## config.mk

```make
export PLATFORM = sky130hd
export DESIGN_NAME = pngf_front
export DESIGN_NICKNAME = d
export VERILOG_FILES = /design/src/png_filter_reversal_macros.svh /design/src/pngf_pkg.sv /design/src/pngf_front.sv
export SDC_FILE = /design/constraint.sdc
export NUM_CORES = 1
export LEC_CHECK = 0
export BUFFER_PORTS_ARGS = -buffer_cell sky130_fd_sc_hd__clkbuf_2
export CORE_ASPECT_RATIO = 1.2
export CORE_UTILIZATION = 35
export DETAILED_ROUTE_END_ITERATION = 8
export PLACE_DENSITY = 0.65
export REMOVE_ABC_BUFFERS = 1
export SETUP_SLACK_MARGIN = 0.02
export SLEW_MARGIN = 25
export SYNTH_ARGS = -nofsm -noshare
export SYNTH_HDL_FRONTEND = slang
export SYNTH_SLANG_ARGS = --single-unit
```

## constraint.sdc

```tcl
create_clock -name i_clk -period 9.1 [get_ports i_clk]
set_input_delay 0.91 -clock i_clk [delete_from_list [all_inputs] [get_ports i_clk]]
set_output_delay 0.91 -clock i_clk [all_outputs]
set_load 0.005 [all_outputs]
```

## src/png_filter_reversal_macros.svh

```systemverilog
// Assertion macros used by the filter reversal top level.
`ifndef PNG_FILTER_REVERSAL_MACROS_SVH
`define PNG_FILTER_REVERSAL_MACROS_SVH

`ifndef ASSERT_OFF
// Same-cycle implication, checked out of reset.
`define PNGF_ASSERT_IMPL(lbl, clk, rstn, ante, cons, msg) \
    lbl: assert property (@(posedge clk) disable iff (!rstn) (ante) |-> (cons)) \
        else $error(msg);
// Next-cycle implication, checked out of reset.
`define PNGF_ASSERT_NEXT(lbl, clk, rstn, ante, cons, msg) \
    lbl: assert property (@(posedge clk) disable iff (!rstn) (ante) |=> (cons)) \
        else $error(msg);
`else
`define PNGF_ASSERT_IMPL(lbl, clk, rstn, ante, cons, msg)
`define PNGF_ASSERT_NEXT(lbl, clk, rstn, ante, cons, msg)
`endif

`endif

```

## src/pngf_pkg.sv

```systemverilog
// Shared types and constants for the PNG filter reversal block.
`timescale 1ns / 1ps
package pngf_pkg;

    localparam int MAX_ROW_BYTES_DEF = 8192;
    localparam int QUEUE_DEPTH       = 4;

    localparam int BYTE_W     = 8;
    localparam int ROW_LEN_W  = 14;
    localparam int SAMPLE_W   = 3;
    localparam int ROWS_W     = 16;
    localparam int CFG_DATA_W = 16;
    localparam int CFG_IDX_W  = 2;

    typedef logic [2:0] t_filter;
    localparam t_filter FLT_NONE  = 3'd0;
    localparam t_filter FLT_SUB   = 3'd1;
    localparam t_filter FLT_UP    = 3'd2;
    localparam t_filter FLT_AVG   = 3'd3;
    localparam t_filter FLT_PAETH = 3'd4;

    typedef logic [CFG_IDX_W-1:0] t_cfg_idx;
    localparam t_cfg_idx CFG_ROW_LENGTH   = 2'd0;
    localparam t_cfg_idx CFG_SAMPLE_BYTES = 2'd1;
    localparam t_cfg_idx CFG_IMAGE_ROWS   = 2'd2;

    localparam logic [ROW_LEN_W-1:0] ROW_LENGTH_RST   = 14'd8192;
    localparam logic [SAMPLE_W-1:0]  SAMPLE_BYTES_RST = 3'd1;
    localparam logic [ROWS_W-1:0]    IMAGE_ROWS_RST   = 16'd1;

    // One classified data byte handed from the front to the back.
    typedef struct packed {
        logic [BYTE_W-1:0] data;
        t_filter           filter;
        logic              row_start;
        logic              first_row;
        logic              row_end;
        logic              image_end;
    } t_item;

endpackage

```

## src/pngf_front.sv

```systemverilog
// Front end: takes stream bytes, tracks row and image position, classifies data bytes.
`timescale 1ns / 1ps
module pngf_front #(
    parameter int MAX_ROW_BYTES = pngf_pkg::MAX_ROW_BYTES_DEF
) (
    input  logic                               i_clk,
    input  logic                               i_rst_n,
    input  logic                               i_valid,
    input  logic [pngf_pkg::BYTE_W-1:0]        i_in_byte,
    input  logic [pngf_pkg::ROW_LEN_W-1:0]     i_row_length,
    input  logic [pngf_pkg::ROWS_W-1:0]        i_image_rows,
    input  logic                               i_q_full,
    output logic                               o_stall,
    output logic                               o_push,
    output pngf_pkg::t_item                    o_item,
    output logic [$clog2(MAX_ROW_BYTES)-1:0]   o_idx
);

    localparam int AW = $clog2(MAX_ROW_BYTES);
    localparam int PW = $clog2(MAX_ROW_BYTES + 1);
    localparam int CW = (PW > pngf_pkg::ROW_LEN_W) ? PW : pngf_pkg::ROW_LEN_W;
    localparam int RW = pngf_pkg::ROWS_W;

    logic [PW-1:0]          r_pos, n_pos;
    logic [RW-1:0]          r_row_cnt, n_row_cnt;
    logic                   r_first, n_first;
    pngf_pkg::t_filter      r_filt, n_filt;

    logic                   w_accept;
    logic [CW-1:0]          w_len_ext;
    logic [CW-1:0]          w_len_eff;
    logic [RW-1:0]          w_rows_eff;
    logic [RW:0]            w_cnt_inc;
    logic                   w_rend;
    logic                   w_iend;

    assign o_stall  = i_q_full;
    assign w_accept = i_valid && !i_q_full;

    // Clamp the row length into 1 .. MAX_ROW_BYTES.
    assign w_len_ext = CW'(i_row_length);
    always_comb begin
        if (w_len_ext == '0) begin
            w_len_eff = CW'(1);
        end else if (w_len_ext > CW'(MAX_ROW_BYTES)) begin
            w_len_eff = CW'(MAX_ROW_BYTES);
        end else begin
            w_len_eff = w_len_ext;
        end
    end

    assign w_rows_eff = (i_image_rows == '0) ? RW'(1) : i_image_rows;
    assign w_cnt_inc  = {1'b0, r_row_cnt} + (RW+1)'(1);
    assign w_rend     = (CW'(r_pos) >= w_len_eff);
    assign w_iend     = w_rend && ((w_cnt_inc[RW-1:0] >= w_rows_eff) || w_cnt_inc[RW]);

    assign o_push           = w_accept && (r_pos != '0);
    assign o_idx            = AW'(r_pos - PW'(1));
    assign o_item.data      = i_in_byte;
    assign o_item.filter    = r_filt;
    assign o_item.row_start = (r_pos == PW'(1));
    assign o_item.first_row = r_first;
    assign o_item.row_end   = w_rend;
    assign o_item.image_end = w_iend;

    always_comb begin
        n_pos     = r_pos;
        n_row_cnt = r_row_cnt;
        n_first   = r_first;
        n_filt    = r_filt;
        if (w_accept) begin
            if (r_pos == '0) begin
                n_filt = (i_in_byte <= 8'd4) ? pngf_pkg::t_filter'(i_in_byte[2:0])
                                             : pngf_pkg::FLT_NONE;
                n_pos  = PW'(1);
            end else if (w_rend) begin
                n_pos = '0;
                if (w_iend) begin
                    n_row_cnt = '0;
                    n_first   = 1'b1;
                end else begin
                    n_row_cnt = w_cnt_inc[RW-1:0];
                    n_first   = 1'b0;
                end
            end else begin
                n_pos = r_pos + PW'(1);
            end
        end
    end

    always_ff @(posedge i_clk) begin
        if (!i_rst_n) begin
            r_pos     <= '0;
            r_row_cnt <= '0;
            r_first   <= 1'b1;
            r_filt    <= pngf_pkg::FLT_NONE;
        end else begin
            r_pos     <= n_pos;
            r_row_cnt <= n_row_cnt;
            r_first   <= n_first;
            r_filt    <= n_filt;
        end
    end

endmodule

```

Yosys cells after proc, flatten, opt, wreduce, memory -nomap -nowiden:

Index checks and enable logic that the tools add are counted.

* flip-flop bits (word level): 34
* input bits: 42
* output and inout bits: 30
* logic and storage cells: 32

* add/sub/neg operators: 3
* $lt $le $gt $ge: 4
* equality and inequality tests: 1
* muxes and demuxes: 8
* bitwise logic cells: 1
* reductions and logical operators: 11

Operators with widths (number)
* $mux 14: 4
* $mux 16: 2
* $logic_not 14->1: 2
* $add 16x1->17 const B: 1
* $ge 16x16->1: 1
* $logic_not 16->1: 1
* $add 14x1->14 const B: 1
* $eq 14x1->1 const B: 1
* $ge 14x14->1: 1
* $gt 14x14->1 const B: 1
* $reduce_bool 14->1: 1
* $sub 13x1->13 const B: 1
* $le 8x3->1 const B: 1
* $logic_and 1x1->1: 3
* $mux 3: 1
* $reduce_and 3->1: 1
* $reduce_and 2->1: 1
* $logic_not 1->1: 1
* $logic_or 1x1->1: 1
* $mux 1: 1
* $not 1->1: 1

Longest topological paths before layout:

Gate-level depths: netlist (run 1).

* word-level depth: 6
* depth in mapped cells: 13
* mapped depth without buffers: 11

Least setup slack after synthesis (run 1):

No wires, ideal clock.

* path kind: register to output
* from: reg r_row_cnt[2]
* to: out o_item[0] (netlist bit)
* arrival: 2.993 ns
* data required time: 8.190 ns
* slack: 5.197 ns
* cell stages (with the launch flop): 14
* buffers on the path: 3
* path through: dfxtp_1 -> buf_2 -> nand3_1 -> or2_2 -> nor3_1 -> xor2_1 -> ha_1 -> nand4_1 -> or3_1 -> o41ai_1 -> nor3_2 -> buf_2 -> nor2_1 -> buf_4

* longest elaborated chain between the ends: 4

Ends and longest elaborated chain
* start: declaration: line pngf_front.sv:25 `logic [RW-1:0] r_row_cnt, n_row_cnt;`
* start signal: assignment: line pngf_front.sv:99 `r_row_cnt <= n_row_cnt;`
* $add 16x1->17 (*): line pngf_front.sv:53 `assign w_cnt_inc = {1'b0, r_row_cnt} + (RW+1)'(1);`
* $ge 16x16->1: line pngf_front.sv:55 `assign w_iend = w_rend && ((w_cnt_inc[RW-1:0] >= w_rows_eff) || w_cnt_inc[RW]);`
* $logic_or 1x1->1 (*): line pngf_front.sv:55
* $logic_and 1x1->1 (*): line pngf_front.sv:55
* end: declaration: line pngf_front.sv:15 `output pngf_pkg::t_item o_item,`

Mark *: on every way between the ends. The rest lies on a longest branch, timed or not.

==> results of run 1 <==
layout by cell type (no fill, tap or decap), types with 2 or more instances in the layout:
| cell type | count |
|---|---|
| or3b_2 | 2 |
| nand3b_1 | 3 |
| dfxtp_1 | 34 |
| nor4_1 | 10 |
| clkbuf_2 | 71 |
| o21a_1 | 7 |
| or2_2 | 3 |
| o21ai_0 | 20 |
| nor3_1 | 6 |
| xnor2_1 | 14 |
| a211oi_1 | 4 |
| clkbuf_8 | 6 |
| inv_1 | 28 |
| nor2b_1 | 2 |
| xor2_1 | 14 |
| nand4_1 | 24 |
| nor2_1 | 27 |
| nand2_1 | 63 |
| and3_1 | 6 |
| and2_1 | 4 |
| a21boi_0 | 9 |
| ha_1 | 35 |
| nand3_1 | 15 |
| o211ai_1 | 8 |
| a21oi_1 | 15 |
| o22ai_1 | 6 |
| o41ai_1 | 3 |
| nand2b_1 | 5 |
state kept, by name, summed over array words and instances, names as in the netlist:
register	count
r_filt	3
r_first	1
r_pos	14
r_row_cnt	16
cells in the mapped netlist (8+ instances only):
library cell / instances
nor4_1: 10
o21ai_0: 20
nor2_1: 27
nand2_1: 63
buf_4: 13
a21boi_0: 9
inv_1: 28
nand4_1: 24
xor2_1: 14
ha_1: 35
clkbuf_1: 13
o211ai_1: 8
xnor2_1: 14
a21oi_1: 15
nand3_1: 15
dfxtp_1: 34
worst max-delay path by stage:
stage	to	cells past startpoint	slack (ps)
after floorplan	o_item[1]	9	5250
after global placement	o_item[0]	10	4750
after detailed placement	o_item[0]	10	4690
after CTS	o_item[0]	11	4520
after global routing	o_item[0]	11	4190
final	o_item[0]	11	4480
cell families after synthesis:
group	Yosys count
flops	34
fa+ha+maj	35
compound gates	84
simple gates	177
xor+xnor	28
buf+inv	65
per-stage QoR:
| step | hold slack (ps) | power [W] | instance area [µm²] | setup slack, ps |
|---|---|---|---|---|
| detailed placement | 498 | 0.000205 | 3440 | 4690 |
| finish | 508 | 0.000318 | 3540 | 4480 |
| floorplan | 473 | 0.000178 | 2930 | 5250 |
| CTS | 508 | 0.000324 | 3540 | 4520 |
| global placement | 488 | 0.000204 | 3440 | 4750 |
| global route | 536 | 0.000336 | 3540 | 4190 |
worst max-delay path, cell delays in order, from the launching register on:
cell      delay (ps)
dfxtp_1          420
ha_1             350
nand4_1          220
or2_2            360
xnor2_1          140
ha_1             280
nand4_1          110
or3_1            420
o41ai_1          650
nor3_4           210
nor2_1           140
clkbuf_2         130
per-layer routing:
metal  routed length [µm]  vias up  GRT usage, %  share of wire (%)
met1                 3530     1425          20.9                 47
met2                 3600       76          28.4                 48
li1                     -     1574             -                  -
met3                  341        4          2.58                4.5
met5                    0        -             0                  0
met4                   72        0          4.61               0.96
power groups by stage:
stage / sequential [W] / clock, W / combinational [W]
floorplan: 0.000153 / 0 / 0.0000248
global placement: 0.000153 / 0 / 0.0000501
detailed placement: 0.000153 / 0 / 0.0000511
CTS: 0.000150 / 0.000122 / 0.0000515
global route: 0.000150 / 0.000128 / 0.0000579
finish: 0.000150 / 0.000117 / 0.0000510
area by class of cell:
type | count | area (µm²)
multi-input combinational | 324 | 2150
inverter | 29 | 111
timing repair buffer | 72 | 363
sequential | 34 | 681
clock buffer | 6 | 82.6
clock inverter | 2 | 12.5
fill | 917 | 5110
tap | 117 | 146
==> metrics, run 1 <==
status completed; Clock Tree Buf Depth 2; Num CTS Buffers 5; Worst Path Arrival 3710 ps; CTS Sinks 34; Synth area leader dfxtp_1; mux cell area share after synthesis 0%; ys async rst share 0%; GR Overflow Total 0; Critical Path End Type primary output; unrepaired setup endpoints after global routing no; Via density around 5.3; Core Util, Final 40.9%; average size of a mapped cell 7.42 µm²; Worst setup SP type register; largest net degree at the start of global routing 38; GR Util All Layers between 10% and 20%; Die Height 106 µm; post-route minimum period ~4600 ps; synth-to-layout area growth 12.8%; Die Area 9360 µm²; number of nets in the layout ~540; Worst-Margin Slew a little over 700 ps; peak supply drop 0.0510 mV; gpl congestion 0.834; drt wl/cell 12.9 µm; htree depth 2; final wirelength ~7.5 mm; number of global-route vias before repair 2,833; Setup Skew approximately 7.4 ps; register area share after synthesis 21.7%; min-delay src r_row_cnt[14]; CTS Hold Buffers Added 0; Rel. slew slack 51.9%; post-synthesis xor/xnor area fraction 7.81%; HPWL after detailed placement 5.68 mm; # DRC 0; share of cells above drive strength 1 19.7%; Int Power 0.000232 W; TritonCTS clock tree done; Net Switching 0.0000861 W; Critical Path Start r_row_cnt[0]; root buf cell clkbuf_8; reg2reg end r_row_cnt[12]; hold path depth 2; Mapped Area 3140 µm²; clk slew on worst S/H paths roughly 80 ps; slack of the worst reg-to-reg path roughly 5400 ps; first-pass iteration count of the detailed router 5; # resized after CTS 0; first-pass GRT wire length 12.6 mm; Power Density 89.9 nW/µm²; EDFF count, synth 0; post-synthesis adder-cell area fraction 13.9%; sequential share of power 47.1%; hold path endpoint r_row_cnt[14]; R2R cell count 11; 1st-iter DRT viols 132; Clock Power Share 36.9%; worst r2r src r_row_cnt[2]; final antenna diode count 0; final cell count without fillers slightly below 600; row count 37; Net Sw Frac 27.0%; leakage power 1.55 nW; Hold WC Path Type reg2reg; via count a little over 3,000; main area contributors after synthesis dfxtp_1 (22%), ha_1 (14%), nand2_1 (7.5%), nand4_1 (4.8%), xnor2_1 (3.9%); Distinct cells, synth between 50 and 60; # IOs 72; initial antenna violation count 0; Post-CTS Setup Inserts 0; post-route setup TNS 0 ps; Initial Util between 30% and 40%; Hold Vio Cnt, Final 0; Top FF cell, synth dfxtp_1; Mapped Cells about 420; core area around 8700 µm²; Max Fclk between 200 and 250 MHz; Synth Area in Simple Gates between 20% and 30%; Die W 88.5 µm; combinational power share 16.0%; final antenna-violating net count 0; Max Cap Violations 0; Final period util 50.7%; CP Max Fanout 17; post-synthesis compound-gate area fraction between 10% and 20%; worst-skew pair later-pin latency 280 ps; placed cell count 576; Final setup viols 0; Data required, critical path 8190 ps; Max Slew Vio Count 0; flop and latch count out of synthesis 34; largest family of logic cells by synthesized area simple AND/OR/NAND/NOR gates; input/output buffers just over 70; WS Path Type reg2out; share of the synthesized area in the top cell type 21.7%; Synth warnings 0
No activity file was read; power rests on OpenSTA's default activity.
==> inputs of run 2 (changes only) <==
ABC_AREA = 1   (was unset)
PLACE_DENSITY = 0.66   (was 0.65)
clock period = 4.2 ns   (was 9.1 ns; I/O delays follow)
==> run 2 against run 1 <==
Synthesized area grew 9.2%; core utilization about the same; worst hold slack worse by 85 ps; combinational power up 130%; critical path depth grew 5; clock power increased to 2.9 times the previous value; synthesized cell count rose by 27%; sequential power grew 120%; largest cell class unchanged.
==> metrics, run 2 <==
Num CTS Buffers 5 (unchanged); Final period util 82.2%; Distinct cells, synth 36 (-31%); via count 3,386 (+10%); Die Area 10,200 µm² (+9.0%); commonest cells in the netlist nand2_1 (152), inv_1 (75), nor2_1 (40), nand3_1 (37), ha_1 (35); TritonCTS clock tree done; core area 9520 µm² (+9.9%); Hold Vio Cnt, Final 0 (unchanged); Synth area leader dfxtp_1; initial antenna violation count 0 (unchanged); drt wl/cell 11.3 µm (-13%); Mapped Area 3430 µm² (+9.2%); biggest regs r_row_cnt x16, r_pos x14, r_filt x3; peak supply drop 0.162 mV (+220%); status completed; # DRC 0 (unchanged); Worst setup SP type input pin; post-route minimum period approximately 3500 ps; first-pass iteration count of the detailed router 4 (-1); Post-CTS Setup Inserts 0 (unchanged); final antenna-violating net count 0 (unchanged); GR Overflow Total 0 (unchanged); share of cells above drive strength 1 18.5% (-1.2 points); leakage power 2.07 nW (+33%); Final setup viols 0 (unchanged); flop and latch count out of synthesis 34 (unchanged); Top FF cell, synth dfxtp_1; Data required, critical path 3780 ps (-4410 ps); row count 39 (+5.4%); share of the synthesized area in the top cell type 19.8% (-1.8 points); clk slew on worst S/H paths 50 ps (-30 ps); register area share after synthesis 19.8% (-1.8 points); CP Max Fanout 12 (-5); Hold WC Path Type in2reg; average size of a mapped cell 6.40 µm² (-14%); GR Util All Layers 16.4% (-0.065 points); HPWL after detailed placement 6.68 mm (+18%); Most flops, register r_row_cnt; final antenna diode count 0 (unchanged); CTS Hold Buffers Added 0 (unchanged); root buf cell clkbuf_16; # resized after CTS 0 (unchanged); Core Util, Final 41.0% (+0.042 points); Mapped Cells 536 (+27%); Setup Skew 3.45 ps (-3.93 ps); first-pass GRT wire length 13.9 mm (+10%); commonest non-fill, non-tap cell in the layout nand2_1; Critical Path End Type primary output; EDFF count, synth 0 (unchanged); worst-skew pair later-pin latency 270 ps (about the same); synth-to-layout area growth 13.6%; main area contributors after synthesis dfxtp_1 (20%), nand2_1 (17%), ha_1 (13%), inv_1 (8.2%), xor2_1 (6.9%); Via density 4.76 (-9.8%); Die W 92.4 µm (+4.4%); largest net degree at the start of global routing 23 (-39%); final wirelength 8.04 mm (+6.6%); max FFs per register 16 (unchanged); htree depth 2 (unchanged); number of nets in the layout 666 (+23%); ys async rst share 0% (unchanged); gpl congestion 0.878 (+5.2%); WS Path Type in2out; 1st-iter DRT viols 116 (-12%); most frequent cells in the layout nand2_1 (152), inv_1 (75), clkbuf_2 (71); Clock Tree Buf Depth 2 (unchanged); Max Cap Violations 0 (unchanged); Max Fclk 290 MHz; Power Density 202 nW/µm² (+120%); unrepaired setup endpoints after global routing no; most common cell in the netlist nand2_1; number of global-route vias before repair 3,240 (+14%); Max Slew Vio Count 0 (unchanged); Initial Util 36.1% (-0.22 points); Worst-Margin Slew 682 ps (-30.7 ps); Rel. slew slack 54.5% (+2.6 points); input/output buffers 71 (unchanged); Die Height 110 µm (+4.4%); post-route setup TNS 0 ps (unchanged); CTS Sinks 34 (unchanged); # IOs 72 (unchanged); Worst Path Arrival 3030 ps (-680 ps); Synth warnings 0 (unchanged)
-- run 2: changes by cell type after synthesis, moves of 8 or more --
cell / change
a21boi_0: -9
xnor2_1: -12
nor2_1: +13
o211ai_1: -8
o21ai_1: +11
nand3_1: +22
a21oi_1: +14
inv_1: +47
xor2_1: +13
nand2_1: +89
o21ai_0: -18
clkbuf_1: -9
nand4_1: -9
-- run 2: area by class of cell --
type	count	area, µm²
Multi-Input combinational cell	394	2260
Fill cell	1018	5620
Sequential cell	34	681
Clock inverter	2	10.0
Tap cell	123	154
Inverter	82	310
Timing Repair Buffer	72	363
Clock buffer	5	125
-- run 2: path summary, 6_finish.rpt --
check	start	slack, ps	cells after the start	endpoint
setup / recovery	i_row_length[0]	750	16	o_item[0]
setup reg to reg	r_row_cnt[0]	1110	14	r_row_cnt[0]
hold / removal	i_in_byte[2]	420	3	r_filt[2]
hold reg to reg	r_filt[2]	470	2	r_filt[2]
-- run 2: logic make-up (layout without fill, tap and decap cells) --
kind of cell               after synthesis  count (layout)  share of synthesized area [%]
adders and majority gates               35              35                           12.8
and+or+nand+nor                        283             283                           37.9
DFF                                     34              34                           19.8
AOI/OAI and AO/OA                       46              46                           7.26
xor gates and xnor gates                30              30                           7.88
buffers and inverters                  108             161                           14.4
-- run 2: power by group --
part | leakage, nW | internal, W | switching (W)
sequential | 0.274 | 0.000324 | 0.00000175
combinational | 1.72 | 0.0000486 | 0.0000708
clock | 0.0694 | 0.000214 | 0.000128
total | 2.07 | 0.000586 | 0.000201
-- run 2: critical path, stage by stage --
cell and delay, ps:
clkbuf_2 90, or2_2 280, nor4_1 320, nand4_1 140
nand2_1 310, nand2_1 100, ha_1 300, nand2_1 90
nor2_1 60, nand2_1 80, inv_1 40, nor2_1 110
nor2_1 60, nor2_1 430, a21oi_4 60, clkbuf_2 140
-- run 2: through the flow --
stage	total power, W	hold slack [ps]	cells	worst slack [ps]	cell area, µm²
6_report	0.000787	423	712	746	3900
4_1_cts	0.000796	422	712	686	3900
3_5_place_dp	0.000454	464	705	682	3760
5_1_grt	0.000828	447	712	441	3900
2_1_floorplan	0.000394	448	510	1320	3250
3_3_place_gp	0.000450	459	705	846	3760
-- run 2: layer usage --
| metal | track usage, % | vias to the layer above | wire (µm) |
|---|---|---|---|
| met1 | 18.7 | 1494 | 3600 |
| met5 | 0 | - | 0 |
| met2 | 31.0 | 80 | 4050 |
| li1 | - | 1801 | - |
| met4 | 4.48 | 0 | 128 |
| met3 | 2.41 | 11 | 255 |
