File: config.mk
export PLATFORM = sky130hd
export DESIGN_NAME = pngf_queue
export DESIGN_NICKNAME = d
export VERILOG_FILES = /design/src/png_filter_reversal_macros.svh /design/src/pngf_pkg.sv /design/src/pngf_queue.sv
export SDC_FILE = /design/constraint.sdc
export NUM_CORES = 1
export LEC_CHECK = 0
export ABC_AREA = 1
export BUFFER_PORTS_ARGS = -buffer_cell sky130_fd_sc_hd__buf_4
export CAP_MARGIN = 20
export CORE_MARGIN = 5
export CORE_UTILIZATION = 55
export DETAILED_ROUTE_END_ITERATION = 8
export MAX_ROUTING_LAYER = met4
export PLACE_DENSITY = 0.77
export RECOVER_POWER = 25
export SETUP_SLACK_MARGIN = 0.15
export SLEW_MARGIN = 20
export SYNTH_ARGS = -nofsm -noshare
export SYNTH_HDL_FRONTEND = slang
export SYNTH_SLANG_ARGS = --single-unit
File: constraint.sdc
create_clock -name i_clk -period 1.7 [get_ports i_clk]
set_input_delay 0.425 -clock i_clk [delete_from_list [all_inputs] [get_ports i_clk]]
set_output_delay 0.425 -clock i_clk [all_outputs]
set_load 0.03 [all_outputs]
File: src/png_filter_reversal_macros.svh
// Assertion macros used by the filter reversal top level.
`ifndef PNG_FILTER_REVERSAL_MACROS_SVH
`define PNG_FILTER_REVERSAL_MACROS_SVH

`ifndef ASSERT_OFF
// Same-cycle implication, checked out of reset.
`define PNGF_ASSERT_IMPL(lbl, clk, rstn, ante, cons, msg) \
    lbl: assert property (@(posedge clk) disable iff (!rstn) (ante) |-> (cons)) \
        else $error(msg);
// Next-cycle implication, checked out of reset.
`define PNGF_ASSERT_NEXT(lbl, clk, rstn, ante, cons, msg) \
    lbl: assert property (@(posedge clk) disable iff (!rstn) (ante) |=> (cons)) \
        else $error(msg);
`else
`define PNGF_ASSERT_IMPL(lbl, clk, rstn, ante, cons, msg)
`define PNGF_ASSERT_NEXT(lbl, clk, rstn, ante, cons, msg)
`endif

`endif

File: src/pngf_pkg.sv
// Shared types and constants for the PNG filter reversal block.
`timescale 1ns / 1ps
package pngf_pkg;

    localparam int MAX_ROW_BYTES_DEF = 8192;
    localparam int QUEUE_DEPTH       = 4;

    localparam int BYTE_W     = 8;
    localparam int ROW_LEN_W  = 14;
    localparam int SAMPLE_W   = 3;
    localparam int ROWS_W     = 16;
    localparam int CFG_DATA_W = 16;
    localparam int CFG_IDX_W  = 2;

    typedef logic [2:0] t_filter;
    localparam t_filter FLT_NONE  = 3'd0;
    localparam t_filter FLT_SUB   = 3'd1;
    localparam t_filter FLT_UP    = 3'd2;
    localparam t_filter FLT_AVG   = 3'd3;
    localparam t_filter FLT_PAETH = 3'd4;

    typedef logic [CFG_IDX_W-1:0] t_cfg_idx;
    localparam t_cfg_idx CFG_ROW_LENGTH   = 2'd0;
    localparam t_cfg_idx CFG_SAMPLE_BYTES = 2'd1;
    localparam t_cfg_idx CFG_IMAGE_ROWS   = 2'd2;

    localparam logic [ROW_LEN_W-1:0] ROW_LENGTH_RST   = 14'd8192;
    localparam logic [SAMPLE_W-1:0]  SAMPLE_BYTES_RST = 3'd1;
    localparam logic [ROWS_W-1:0]    IMAGE_ROWS_RST   = 16'd1;

    // One classified data byte handed from the front to the back.
    typedef struct packed {
        logic [BYTE_W-1:0] data;
        t_filter           filter;
        logic              row_start;
        logic              first_row;
        logic              row_end;
        logic              image_end;
    } t_item;

endpackage

File: src/pngf_queue.sv
// Small FIFO that decouples the front end from the reconstruction back end.
`timescale 1ns / 1ps
module pngf_queue #(
    parameter int WIDTH = 8,
    parameter int DEPTH = pngf_pkg::QUEUE_DEPTH
) (
    input  logic             i_clk,
    input  logic             i_rst_n,
    input  logic             i_push,
    input  logic [WIDTH-1:0] i_data,
    input  logic             i_pop,
    output logic [WIDTH-1:0] o_data,
    output logic             o_full,
    output logic             o_empty
);

    localparam int AW = (DEPTH > 1) ? $clog2(DEPTH) : 1;

    logic [WIDTH-1:0] r_mem [DEPTH];
    logic [AW-1:0]    r_wr, n_wr;
    logic [AW-1:0]    r_rd, n_rd;
    logic [AW:0]      r_cnt, n_cnt;

    assign o_full  = (r_cnt == (AW+1)'(DEPTH));
    assign o_empty = (r_cnt == '0);
    assign o_data  = r_mem[r_rd];

    always_comb begin
        n_wr  = r_wr;
        n_rd  = r_rd;
        n_cnt = r_cnt;
        if (i_push) begin
            n_wr = (r_wr == AW'(DEPTH - 1)) ? '0 : r_wr + AW'(1);
        end
        if (i_pop) begin
            n_rd = (r_rd == AW'(DEPTH - 1)) ? '0 : r_rd + AW'(1);
        end
        if (i_push && !i_pop) begin
            n_cnt = r_cnt + (AW+1)'(1);
        end else if (!i_push && i_pop) begin
            n_cnt = r_cnt - (AW+1)'(1);
        end
    end

    always_ff @(posedge i_clk) begin
        if (i_push) begin
            r_mem[r_wr] <= i_data;
        end
    end

    always_ff @(posedge i_clk) begin
        if (!i_rst_n) begin
            r_wr  <= '0;
            r_rd  <= '0;
            r_cnt <= '0;
        end else begin
            r_wr  <= n_wr;
            r_rd  <= n_rd;
            r_cnt <= n_cnt;
        end
    end

endmodule

== Yosys cells after proc, flatten, opt, wreduce, memory -nomap -nowiden ==
Memories as Yosys holds them, arrays and structs flattened. A register that Yosys moved wholly into a read port is not among the register bits.
Cells that the tools add are included.
Word-level totals
  flip-flop bits (word level): 7
  RAM bits: 32
  input bits: 12
  output and inout bits: 10
  memories: 1
Memories
  r_mem: depth 4, width 8, rd ports 1, clocked after memory_dff 1, write ports 1, line pngf_queue.sv:19  | logic [WIDTH-1:0] r_mem [DEPTH];
Operators by class
  add/sub/neg operators: 4
  eq/ne operators: 3
  muxes and demuxes: 8
  reduce and logical (&&, ||, !) cells: 6
Operators with widths (number)
  two-way mux 2 bit: 4
  two-way mux 3 bit: 2
  adder 2 x 1 -> 2 bit (second input constant): 2
  equality test 2 bit (second input constant): 2
  adder 3 x 1 -> 3 bit (second input constant): 1
  equality test 3 bit (second input constant): 1
  logical NOT 3 bit: 1
  subtractor 3 x 1 -> 3 bit (second input constant): 1
  logical AND 1 bit: 2
  logical NOT 1 bit: 2
  two-way mux 1 bit: 2
  nonzero test 2 bit: 1

== Logic depth before layout (Yosys ltp) ==
Gate-level depths: netlist of run 1.
  depth in word-level cells: 4
  depth in mapped cells: 10
  gate-level depth less buffers: 10

== Least setup slack after synthesis of run 1 ==
No wires, ideal clock.
  kind: register to output
  start point: register (tool-made name)
  end point: output o_data[1]
  arrival time: 1133 ps
  data required time: 1275 ps
  setup slack: 142 ps
  stages on the path, launching flop included: 5
  path buffers: 1
  cells stage by stage: dfxtp_1 > inv_2 > buf_6 > nor2_1 > o22ai_1
RTL lines
  to (decl): line pngf_queue.sv:12  | output logic [WIDTH-1:0] o_data,

==> summary.txt, run 1 <==
Critical path
  • Setup crit end: o_data[5]
  • Crit Path Class: reg2out
  • R2R Setup Slk: 320 ps
  • Setup crit end kind: output pin
  • CP arrival: 1320 ps
  • Reg2Reg Launch Point: r_cnt[1]
  • Reg2Reg Depth: 8
  • Critical Path Start Type: flop
  • Worst r2r dst: r_cnt[2]
  • Crit Path Max Fanout: 10
  • Required time of the critical path: 1270 ps

CTS
  • Clock sinks: 41
  • Clk pin slew, worst setup/hold paths: 120 ps
  • CTS Hold Buffers Added: 0
  • Clock tree from TritonCTS: done
  • H-tree Lvls: 2
  • Root buffer cell: clkbuf_4
  • Number of buffers created by CTS: 5
  • CTS max path bufs: 2
  • Clk_lat worst skew: 350 ps

Routing
  • Pre-antenna DRT Iters: 4
  • DRT iter0 DRCs: 77
  • Routed len/inst: 16.82 um
  • DR vias: 1101
  • Number of remaining DRC errors: 0
  • Antenna Nets Post-Route: 0
  • Routed WL: ~3300 um
  • Vias/cell: between 5 and 6

Layout
  • Final #Nets: 184
  • Core Util, Final: 73.77%
  • # fillers: 176
  • Antenna cells: 0
  • Layout cell share with drive strength beyond 1: 33.73%
  • Synth-to-layout area growth: 26.36%

Die
  • Starting density of the core: 58.38%
  • Row cnt: 19
  • Core Area: about 0.0028 mm^2
  • Top Ports: 22
  • Die width: 64.80 um
  • DIE AREA: 0.004199 mm^2
  • Die height: approximately 65 um

Timing
  • Unrepaired setup endpoints after global routing: yes
  • Fin crit period: around 1700 ps
  • Crit share post-route: 102.8%
  • Clk_skew: between 10 and 15 ps
  • Final setup fails: 8
  • Worst rel slew slack: around 75%
  • Fmax: 0.5721 GHz
  • Setup slack after layout: -48.05 ps
  • Worst-margin pin slew: ~370 ps
  • Slew Viols, Final: 0
  • WHS: between 200 and 300 ps
  • Count of final hold-check violations: 0

Synthesis
  • Fraction of the mapped netlist area in compound gates: about 10%
  • Area contributors post-synth: edfxtp_1 58%, dfxtp_1 11%, nor2_1 5.0%
  • Largest area contributor in the netlist: edfxtp_1
  • Largest family of logic cells by synthesized area: compound AO/OA/AOI/OAI gates
  • Post-Syn Nets: 154
  • Mux contribution to synthesized area: 0%
  • Simple-gate share of the synthesized area: 9.470%
  • Adder-cell share of the synthesized area: 5.758%
  • Post-Synthesis Cell Area: about 0.0017 mm^2
  • Synth unique cells: 19
  • Register bit total from synthesis: 41
  • Mean cell area of the mapped netlist: 12.23 um^2
  • Mapped Cells: 135
  • Sequential share of the synthesized area: 69.09%
  • Yosys top cell area share: 58.18%
  • Post-Synth XOR/XNOR Area: 0.5303%
  • Synth warnings: 0

Global routing
  • First-pass GRT wire length: 5333 um
  • Vias in the first global route: 1144
  • Largest net degree at the start of global routing: 17
  • Global Route Usage Sum: between 10% and 20%
  • Total grt overflow: 0
  • Initial antenna violation count: 0

Outcome
  • Run status: complete, but fails checks
  • Violated checks: negative setup slack

Placement
  • PortBufs: 21
  • Post-placement setup slack: 16.79 ps
  • Routability cong.: 0.8196
  • Dpl hpwl: 2045 um

Power
  • VDD IR-drop max: 0.7369 mV
  • LEAKAGE: 0.8334 nW
  • Total power draw: 0.002256 W
  • P per Cell Area: 1081 mW/mm^2

Worst hold path
  • Hold Crit Class: in2reg

Job
  • Max Cap Viol: 0
-- cells in the mapped netlist --
cell	number
ha_1	6
fa_1	1
o21ai_0	15
buf_6	2
nand3_1	1
o22ai_1	8
dfxtp_1	9
o21ai_1	2
nor2_1	22
xor2_1	1
nand2_1	8
nor2_2	2
a21oi_1	3
nand4_1	1
inv_1	15
nor3_1	4
o21ai_2	2
edfxtp_1	32
inv_2	1
-- how the worst min path moves through the flow --
stage	startpoint	to	slack (ps)	depth (start not counted)
floorplan	r_wr[1]	r_wr[1]	490	2
global placement	r_wr[1]	r_wr[1]	510	2
detailed placement	r_wr[1]	r_wr[1]	530	2
CTS	i_data[5]	r_mem[2][5]	270	1
global route	i_data[6]	r_mem[3][6]	270	1
finish	i_data[7]	r_mem[0][7]	280	1
-- cell usage in the layout, fill, tap and decap left out, drive strengths merged, types with 4 or more instances in the layout --
cell type   n
nand2       8
nor2       24
ha          6
nor3        4
dfxtp       9
o21ai      19
clkbuf     12
inv        16
edfxtp     32
buf        20
o22ai       8
-- timing repair --
item / CTS / global route
hold endpoints to repair: 0 / 0
pin swaps: 4 / 3
setup buffers: 0 / 1
resized for setup: 31 / 18
endpoints found under the setup margin: 8 / 10
-- final cells by class --
class / instances / area [um^2] / share of cell area (%)
clock buffers: 7 / 87.58 / 4.197
inverters: 16 / 70.07 / 3.357
clock inverters: 1 / 5.005 / 0.2398
flip-flops and latches: 41 / 1157 / 55.46
multi-input cells: 76 / 514.2 / 24.64
repair buffers: 25 / 214.0 / 10.25
well taps: 31 / 38.79 / 1.859
-- critical path, stage by stage, from the launching register on --
cell	delay, ps
dfxtp_4	430
buf_8	150
o21ai_2	80
o22ai_2	160
buf_6	160
-- registers in the layout (all words and copies together), names as in the netlist, named ones only --
name,count
r_cnt,3
r_mem,32
r_rd,2
r_wr,2
-- routing by layer --
| metal | GRT usage [%] | share of wire [%] | up-vias |
|---|---|---|---|
| met5 | - | 0 | - |
| met4 | 8.443 | 1.4 | 0 |
| met3 | 4.663 | 4.9 | 7 |
| met2 | 30.78 | 54 | 30 |
| met1 | 18.90 | 39 | 534 |
| li1 | - | - | 530 |
-- stage by stage --
step	std cells	instance area (um^2)	TNS, ps
2_1_floorplan	135	1689	0
3_3_place_gp	188	1886	0
3_5_place_dp	188	1886	0
4_1_cts	196	2052	-163.7
5_1_grt	197	2087	-807.2
6_report	197	2087	-255.0
-- power by group --
group          leakage, nW  total (W)  switching [W]  internal [W]
Combinational        0.410   0.000421       0.000249      0.000172
Clock               0.0516   0.000653       0.000316      0.000338
Sequential           0.371    0.00118      0.0000425       0.00114
-- cell families (layout without fill, tap and decap cells) --
kind of cell,Yosys count,in the layout
compound gates,30,30
xor+xnor,1,1
fa+ha+maj,7,7
buf+inv,18,49
flops,41,41
simple gates,38,38
(Power assumes the default switching activity.)
==> inputs of run 2 (changes only) <==
--- a/config.mk
+++ b/config.mk
@@ -8,6 +8,7 @@
 export ABC_AREA = 1
 export BUFFER_PORTS_ARGS = -buffer_cell sky130_fd_sc_hd__buf_4
 export CAP_MARGIN = 20
+export CORE_ASPECT_RATIO = 0.5
 export CORE_MARGIN = 5
 export CORE_UTILIZATION = 55
 export DETAILED_ROUTE_END_ITERATION = 8
==> run 2 against run 1 <==
  * The run now ends clean
  * Clock power decreased by 10%
  * Critical endpoint is now o_data[1]
  * Wire length is 14% lower
  * Worst hold slack better by 57 ps
  * Register-to-register slack improved by 90 ps
==> summary.txt, run 2 (same netlist as run 1, synthesis figures left out) <==
Worst hold path
  • Hold path depth: 1 (unchanged)
  • Hold_sp: i_data[2] (was i_data[7])
  • Worst hold endpoint: r_mem[1][2] (was r_mem[0][7])
  • Hold Crit Class: in2reg (unchanged)

Global routing
  • Initial antenna violation count: 0 (unchanged)
  • Global Route Usage Sum: 15.20% (was 17.79%)
  • Largest net degree at the start of global routing: 17 (unchanged)
  • Vias in the first global route: 1020 (was 1144)
  • Total grt overflow: 0 (unchanged)
  • First-pass GRT wire length: 4643 um (was 5333 um)

Critical path
  • Crit Path Max Fanout: 5 (was 10)
  • CP max-delay cell: dfxtp_4 (unchanged)
  • Reg2Reg Depth: 3 (was 8)
  • Worst r2r dst: r_mem[3][7] (was r_cnt[2])
  • Most frequent CP cell: buf_6
  • Required time of the critical path: 1270 ps (about the same)
  • CP Cell Sequence: buf_6 -> o21ai_1 -> o22ai_2 -> buf_6 (was buf_8 -> o21ai_2 -> o22ai_2 -> buf_6)
  • Critical Path Start Type: flop (unchanged)
  • Worst path max stage delay: 410 ps (was 430 ps)
  • Setup crit end kind: output pin (unchanged)
  • Crit Path Class: reg2out (unchanged)
  • Reg2Reg Launch Point: r_wr[0] (was r_cnt[1])
  • R2R Setup Slk: 410 ps (was 320 ps)
  • CP arrival: 1220 ps (was 1320 ps)

CTS
  • CTS Hold Buffers Added: 0 (unchanged)
  • Root buffer cell: clkbuf_8 (was clkbuf_4)
  • Clock sinks: 41 (unchanged)
  • Clk_lat worst skew: 280 ps (was 350 ps)
  • Clk pin slew, worst setup/hold paths: 70 ps (was 120 ps)
  • H-tree Lvls: 2 (unchanged)
  • CTS max path bufs: 2 (unchanged)
  • Clock tree from TritonCTS: done (unchanged)
  • Number of buffers created by CTS: 5 (unchanged)

Timing
  • Fmax: 0.6083 GHz (was 0.5721 GHz)
  • Crit share post-route: 96.70% (was 102.8%)
  • Count of final hold-check violations: 0 (unchanged)
  • Setup TNS: 0 ps (was -255.0 ps)
  • Final setup fails: 0 (was 8)
  • WHS: 338.3 ps (was 281.6 ps)
  • Worst-margin pin slew: 378.2 ps (was 374.7 ps)
  • Unrepaired setup endpoints after global routing: yes (unchanged)
  • Fin crit period: 1644 ps (was 1748 ps)
  • Clk_skew: 6.916 ps (was 11.64 ps)
  • Slew Viols, Final: 0 (unchanged)
  • Worst rel slew slack: 74.76% (was 74.99%)

Layout
  • Commonest non-fill, non-tap cells in the layout: 32 x edfxtp_1, 21 x nor2_1, 14 x inv_1, 10 x buf_4, 10 x buf_6 (was 32 x edfxtp_1, 22 x nor2_1, 14 x inv_1, 10 x buf_6)
  • Biggest register: r_mem (unchanged)
  • Final #Nets: 185 (was 184)
  • Synth-to-layout area growth: 24.77% (was 26.36%)
  • Antenna cells: 0 (unchanged)
  • Top flop regs: r_mem: 32 flops, r_cnt: 3 flops (unchanged)
  • Layout cell share with drive strength beyond 1: 29.34% (was 33.73%)
  • Max reg flops: 32 (unchanged)
  • Most common cell after layout, fill and taps aside: edfxtp_1 (unchanged)

Placement
  • Routability cong.: 0.8148 (was 0.8196)
  • PortBufs: 21 (unchanged)
  • Dpl hpwl: 1826 um (was 2045 um)

Power
  • Combinational fraction of design power: 18.4% (was 18.7%)
  • Pint: 0.001587 W (was 0.001649 W)
  • P per Cell Area: 1049 mW/mm^2 (was 1081 mW/mm^2)
  • VDD IR-drop max: 0.5416 mV (was 0.7369 mV)
  • Sw frac: 26.55% (was 26.90%)
  • Clock network fraction of total power: 27.2% (was 29.0%)
  • LEAKAGE: 0.8131 nW (was 0.8334 nW)
  • Psw: 0.0005739 W (was 0.0006069 W)
  • Flop pwr share: 54.3% (was 52.4%)

Routing
  • Pre-antenna DRT Iters: 4 (unchanged)
  • Number of remaining DRC errors: 0 (unchanged)
  • Routed WL: 2844 um (was 3313 um)
  • DRT iter0 DRCs: 99 (was 77)
  • Routed len/inst: 13.74 um (was 16.82 um)
  • Vias/cell: 5.135 (was 5.589)
  • DR vias: 1063 (was 1101)
  • Antenna Nets Post-Route: 0 (unchanged)

Die
  • Row cnt: 14 (was 19)
  • Starting density of the core: 56.12% (was 58.38%)
  • Core Area: 0.002943 mm^2 (was 0.002829 mm^2)
  • DIE AREA: 0.004265 mm^2 (was 0.004199 mm^2)
  • Top Ports: 22 (unchanged)
  • Die width: 87.50 um (was 64.80 um)
  • Die height: 48.75 um (was 64.80 um)

Job
  • Max Cap Viol: 0 (unchanged)

Outcome
  • Run status: finished, final reports clean (was complete, but fails checks)
## run 2: changes by cell type in the layout (fill, tap and decap cells not counted), moves of 2 or more
| cell | previous run | this run |
|---|---|---|
| nor3_2 | 2 | 0 |
| clkbuf_1 | 5 | 8 |
| nor3_1 | 2 | 4 |
| clkbuf_8 | 0 | 5 |
| dfxtp_1 | 4 | 7 |
| clkbuf_16 | 2 | 0 |
| dfxtp_4 | 4 | 2 |
| clkbuf_4 | 5 | 0 |
## run 2: what timing repair did
item | CTS | global route
setup endpoints to repair | 8 | 8
resized for setup | 25 | 15
setup buffers | 1 | 0
pin swaps | 1 | 5
cloned | 1 | 0
## run 2: worst max path at each step
| stage | endpoint | slack (ps) | depth (start not counted) |
|---|---|---|---|
| 6_report | o_data[1] | 60 | 4 |
| 2_1_floorplan | o_data[0] | 150 | 4 |
| 5_1_grt | o_data[3] | -0.3 | 4 |
| 4_1_cts | o_data[3] | 50 | 4 |
| 3_5_place_dp | r_cnt[2] | -2 | 11 |
| 3_3_place_gp | r_cnt[2] | 60 | 11 |
## run 2: power by group through the flow
| stage | Combinational, W | Sequential (W) | Clock (W) |
|---|---|---|---|
| 2_1_floorplan | 0.000236 | 0.00118 | 0 |
| 3_3_place_gp | 0.000353 | 0.00119 | 0 |
| 3_5_place_dp | 0.000361 | 0.00119 | 0 |
| 4_1_cts | 0.000380 | 0.00117 | 0.000605 |
| 5_1_grt | 0.000436 | 0.00118 | 0.000652 |
| 6_report | 0.000399 | 0.00117 | 0.000588 |
## run 2: per-stage QoR
step / utilization (%) / instances / setup WS [ps] / area (um^2) / power (W)
after floorplan: - / 135 / 152.0 / 1689 / 0.001421
after global placement: 64.46 / 197 / 59.11 / 1897 / 0.001541
after detailed placement: 64.46 / 197 / -1.703 / 1897 / 0.001551
after CTS: 69.13 / 207 / 47.08 / 2034 / 0.002158
after global routing: 70.03 / 207 / -0.3424 / 2061 / 0.002267
final: 70.03 / 207 / 56.16 / 2061 / 0.002161
## run 2: final cells by class
type | count | area (um^2)
clock buffer | 7 | 76.32
multi-input combinational | 76 | 500.5
fill | 198 | 882.1
timing repair buffer | 26 | 210.2
inverter | 16 | 70.07
clock inverter | 1 | 5.005
tap | 40 | 50.05
sequential | 41 | 1149
## run 2: per-layer routing
layer	wire, um	global-route usage, %	up-vias	part of all wire [%]
met2	1360	24.38	24	48
met4	30	5.102	0	1.1
met3	168	5.593	3	5.9
met5	0	-	-	0
met1	1284	17.74	502	45
li1	-	-	534	-
## run 2: worst max-delay path: cells and delay by family (launching register included)
family / cells / cell delay, ps
AO/OA/AOI/OAI: 2 / 230
flip-flops: 1 / 410
buffers and inverters: 2 / 300
==> inputs of run 3 (changes only) <==
--- a/config.mk
+++ b/config.mk
@@ -5,7 +5,7 @@
 export SDC_FILE = /design/constraint.sdc
 export NUM_CORES = 1
 export LEC_CHECK = 0
-export ABC_AREA = 1
+export ABC_AREA = 0
 export BUFFER_PORTS_ARGS = -buffer_cell sky130_fd_sc_hd__buf_4
 export CAP_MARGIN = 20
 export CORE_ASPECT_RATIO = 0.5
==> run 3 against run 2 <==
  * The flow now finishes with violations (negative setup slack)
  * Maximum frequency is 11% lower
  * Cell count is 26% lower
  * Sequential power hardly changed
  * First-iteration DRC count is 44% lower
  * Clock-buffer cell count is 2 lower
  * Worst hold slack better by 1.4 ps
  * Wire length is 9.4% lower
  * Sequential cell count stayed put
  * Setup slack worse by 210 ps
  * Largest power group unchanged
==> summary.txt, run 3 <==
Power
  • Clock network fraction of total power: 32.1% (was 27.2%)
  • Pint: 0.001746 W (was 0.001587 W)
  • Combinational fraction of design power: 16.1% (was 18.4%)
  • Sw frac: 23.41% (was 26.55%)
  • Flop pwr share: 51.8% (was 54.3%)
  • Psw: 0.0005335 W (was 0.0005739 W)
  • VDD IR-drop max: 0.7022 mV (was 0.5416 mV)
  • LEAKAGE: 0.7277 nW (was 0.8131 nW)
  • Total power draw: 0.002279 W (was 0.002161 W)
  • P per Cell Area: 1137 mW/mm^2 (was 1049 mW/mm^2)

Critical path
  • CP arrival: 1420 ps (was 1220 ps)
  • Required time of the critical path: 1270 ps (about the same)
  • Crit Path Max Fanout: 8 (was 5)
  • Critical Path Start Type: flop (unchanged)
  • Crit Path Class: reg2out (unchanged)
  • Setup crit end kind: output pin (unchanged)

CTS
  • Clk_lat worst skew: 290 ps (was 280 ps)
  • CTS max path bufs: 2 (unchanged)
  • Root buffer cell: clkbuf_8 (unchanged)
  • H-tree Lvls: 2 (unchanged)
  • Clock tree from TritonCTS: done (unchanged)
  • Number of buffers created by CTS: 5 (unchanged)
  • Clk pin slew, worst setup/hold paths: 70 ps (about the same)
  • CTS Hold Buffers Added: 0 (unchanged)
  • Clock sinks: 41 (unchanged)

Synthesis
  • Register bit total from synthesis: 41 (unchanged)
  • Synth unique cells: 20 (was 19)
  • Sequential share of the synthesized area: 70.64% (was 69.09%)
  • Async S/R FF share, synth: 0% (unchanged)
  • Largest area contributor in the netlist: edfxtp_1 (unchanged)
  • Most frequent cell after synthesis: edfxtp_1 (unchanged)
  • Synth Flop Type: edfxtp_1 (unchanged)
  • Post-Syn Nets: 105 (was 154)
  • Mapped Cells: 86 (was 135)
  • Synth warnings: 0 (unchanged)
  • Mean cell area of the mapped netlist: 18.78 um^2 (was 12.23 um^2)
  • Area contributors post-synth: edfxtp_1 59%, dfxtp_1 11%, mux4_2 11% (was edfxtp_1 58%, dfxtp_1 11%, nor2_1 5.0%)
  • Post-synth top cells: 32 x edfxtp_1, 9 x dfxtp_1, 8 x mux4_2 (was 32 x edfxtp_1, 22 x nor2_1, 15 x inv_1, 15 x o21ai_0, 9 x dfxtp_1)
  • Yosys top cell area share: 59.49% (was 58.18%)
  • Post-Synthesis Cell Area: 0.001615 mm^2 (was 0.001652 mm^2)
  • Post-synth EDFFs: 32 (unchanged)

Routing
  • DRT iter0 DRCs: 55 (was 99)
  • DR vias: 817 (was 1063)
  • Number of remaining DRC errors: 0 (unchanged)
  • Vias/cell: 5.305 (was 5.135)
  • Routed WL: 2578 um (was 2844 um)
  • Routed len/inst: 16.74 um (was 13.74 um)
  • Antenna Nets Post-Route: 0 (unchanged)
  • Pre-antenna DRT Iters: 5 (was 4)

Die
  • Die height: 48.32 um (was 48.75 um)
  • Row cnt: 13 (was 14)
  • DIE AREA: 0.004186 mm^2 (was 0.004265 mm^2)
  • Starting density of the core: 59.82% (was 56.12%)
  • Core Area: 0.002700 mm^2 (was 0.002943 mm^2)
  • Die width: 86.64 um (was 87.50 um)
  • Top Ports: 22 (unchanged)

Layout
  • Layout cell share with drive strength beyond 1: 37.61% (was 29.34%)
  • Synth-to-layout area growth: 24.09% (was 24.77%)
  • Commonest non-fill, non-tap cells in the layout: 32 x edfxtp_1, 11 x buf_4, 8 x mux4_2, 8 x buf_6, 7 x dfxtp_1 (was 32 x edfxtp_1, 21 x nor2_1, 14 x inv_1, 10 x buf_4, 10 x buf_6)
  • Finished Layout Cells: 154 (was 207)
  • Final #Nets: 136 (was 185)
  • Biggest register: r_mem (unchanged)
  • Antenna cells: 0 (unchanged)
  • Top flop regs: r_mem: 32 flops, r_cnt: 3 flops (unchanged)
  • Most common cell after layout, fill and taps aside: edfxtp_1 (unchanged)
  • Max reg flops: 32 (unchanged)

Global routing
  • Total grt overflow: 0 (unchanged)
  • Initial antenna violation count: 0 (unchanged)
  • First-pass GRT wire length: 4360 um (was 4643 um)
  • Global Route Usage Sum: 14.62% (was 15.20%)
  • Vias in the first global route: 881 (was 1020)
  • Largest net degree at the start of global routing: 13 (was 17)

Timing
  • Worst-margin pin slew: 426.2 ps (was 378.2 ps)
  • WHS: 339.7 ps (was 338.3 ps)
  • Setup slack after layout: -149.1 ps (was 56.16 ps)
  • Fin crit period: 1849 ps (was 1644 ps)
  • Clk_skew: 8.191 ps (was 6.916 ps)
  • Final setup fails: 8 (was 0)
  • Unrepaired setup endpoints after global routing: yes (unchanged)
  • Count of final hold-check violations: 0 (unchanged)
  • Worst rel slew slack: 71.59% (was 74.76%)
  • Slew Viols, Final: 0 (unchanged)
  • Fmax: 0.5408 GHz (was 0.6083 GHz)
  • Crit share post-route: 108.8% (was 96.70%)

Placement
  • Routability cong.: 0.7702 (was 0.8148)
  • Placed cell count: 146 (was 197)
  • PortBufs: 21 (unchanged)
  • Dpl hpwl: 1852 um (was 1826 um)

Job
  • Max Cap Viol: 0 (unchanged)

Outcome
  • Run status: complete, but fails checks (was finished, final reports clean)
  • Violated checks: negative setup slack

Worst hold path
  • Hold Crit Class: in2reg (unchanged)
run 3: cells by family (layout without fill, tap and decap cells):
group / count (synthesis) / after routing / share of synthesized area [%]
flops: 41 / 41 / 70.64
simple gates: 15 / 15 / 5.577
buf+inv: 6 / 37 / 1.936
mux: 12 / 12 / 13.63
xor+xnor: 2 / 2 / 1.085
compound gates: 3 / 3 / 1.239
fa+ha+maj: 7 / 7 / 5.887
run 3: path summary, 6_finish.rpt:
| check | startpoint | end | slack (ps) | depth (start not counted) |
|---|---|---|---|---|
| hold reg to reg | r_wr[1] | r_wr[1] | 580 | 2 |
| setup reg to reg | r_cnt[0] | r_cnt[2] | 230 | 4 |
| hold / removal | i_data[5] | r_mem[2][5] | 340 | 1 |
| setup / recovery | flop | o_data[5] | -150 | 3 |
run 3: layout make-up:
type | count | area, um^2
Tap cell | 37 | 46.29
Multi-Input combinational cell | 39 | 466.7
Fill cell | 174 | 695.7
Timing Repair Buffer | 26 | 226.5
Sequential cell | 41 | 1144
Clock inverter | 2 | 35.03
Clock buffer | 5 | 68.82
Inverter | 4 | 17.52
run 3: power by group through the flow:
stage               Combinational (W)  Clock (W)  Sequential (W)
floorplan                    0.000224          0         0.00118
global placement             0.000328          0         0.00119
detailed placement           0.000347          0         0.00120
CTS                          0.000375   0.000735         0.00118
global route                 0.000395   0.000790         0.00119
finish                       0.000366   0.000732         0.00118
run 3: routing by layer:
layer / GRT usage [%] / share of wire (%) / up-vias
met5: - / 0 / -
met4: 5.440 / 1.0 / 0
met3: 4.553 / 4.9 / 4
met2: 23.98 / 51 / 18
met1: 17.00 / 43 / 409
li1: - / - / 386
run 3: metrics by stage:
| step | setup TNS [ps] | util [%] | area, um^2 | setup WS [ps] |
|---|---|---|---|---|
| floorplan | 0 | - | 1633 | 99.26 |
| global route | -1491 | 74.24 | 2004 | -196.1 |
| finish | -1144 | 74.24 | 2004 | -149.1 |
| global placement | -36.11 | 69.00 | 1863 | -36.11 |
| CTS | -1251 | 74.75 | 2018 | -160.9 |
| detailed placement | -209.0 | 69.00 | 1863 | -209.0 |
run 3: repair_timing:
item                       in CTS  in global routing
pin swaps                       5                  2
setup endpoints to repair       9                 10
gates resized for setup        13                  1
cloned                          0                  0
hold endpoints to repair        0                  0
setup buffers                   1                  0
run 3: worst max-delay path, stage by stage (launching register included):
cell     delay (ps)
dfxtp_2         340
buf_12          140
mux4_2          510
buf_6           160
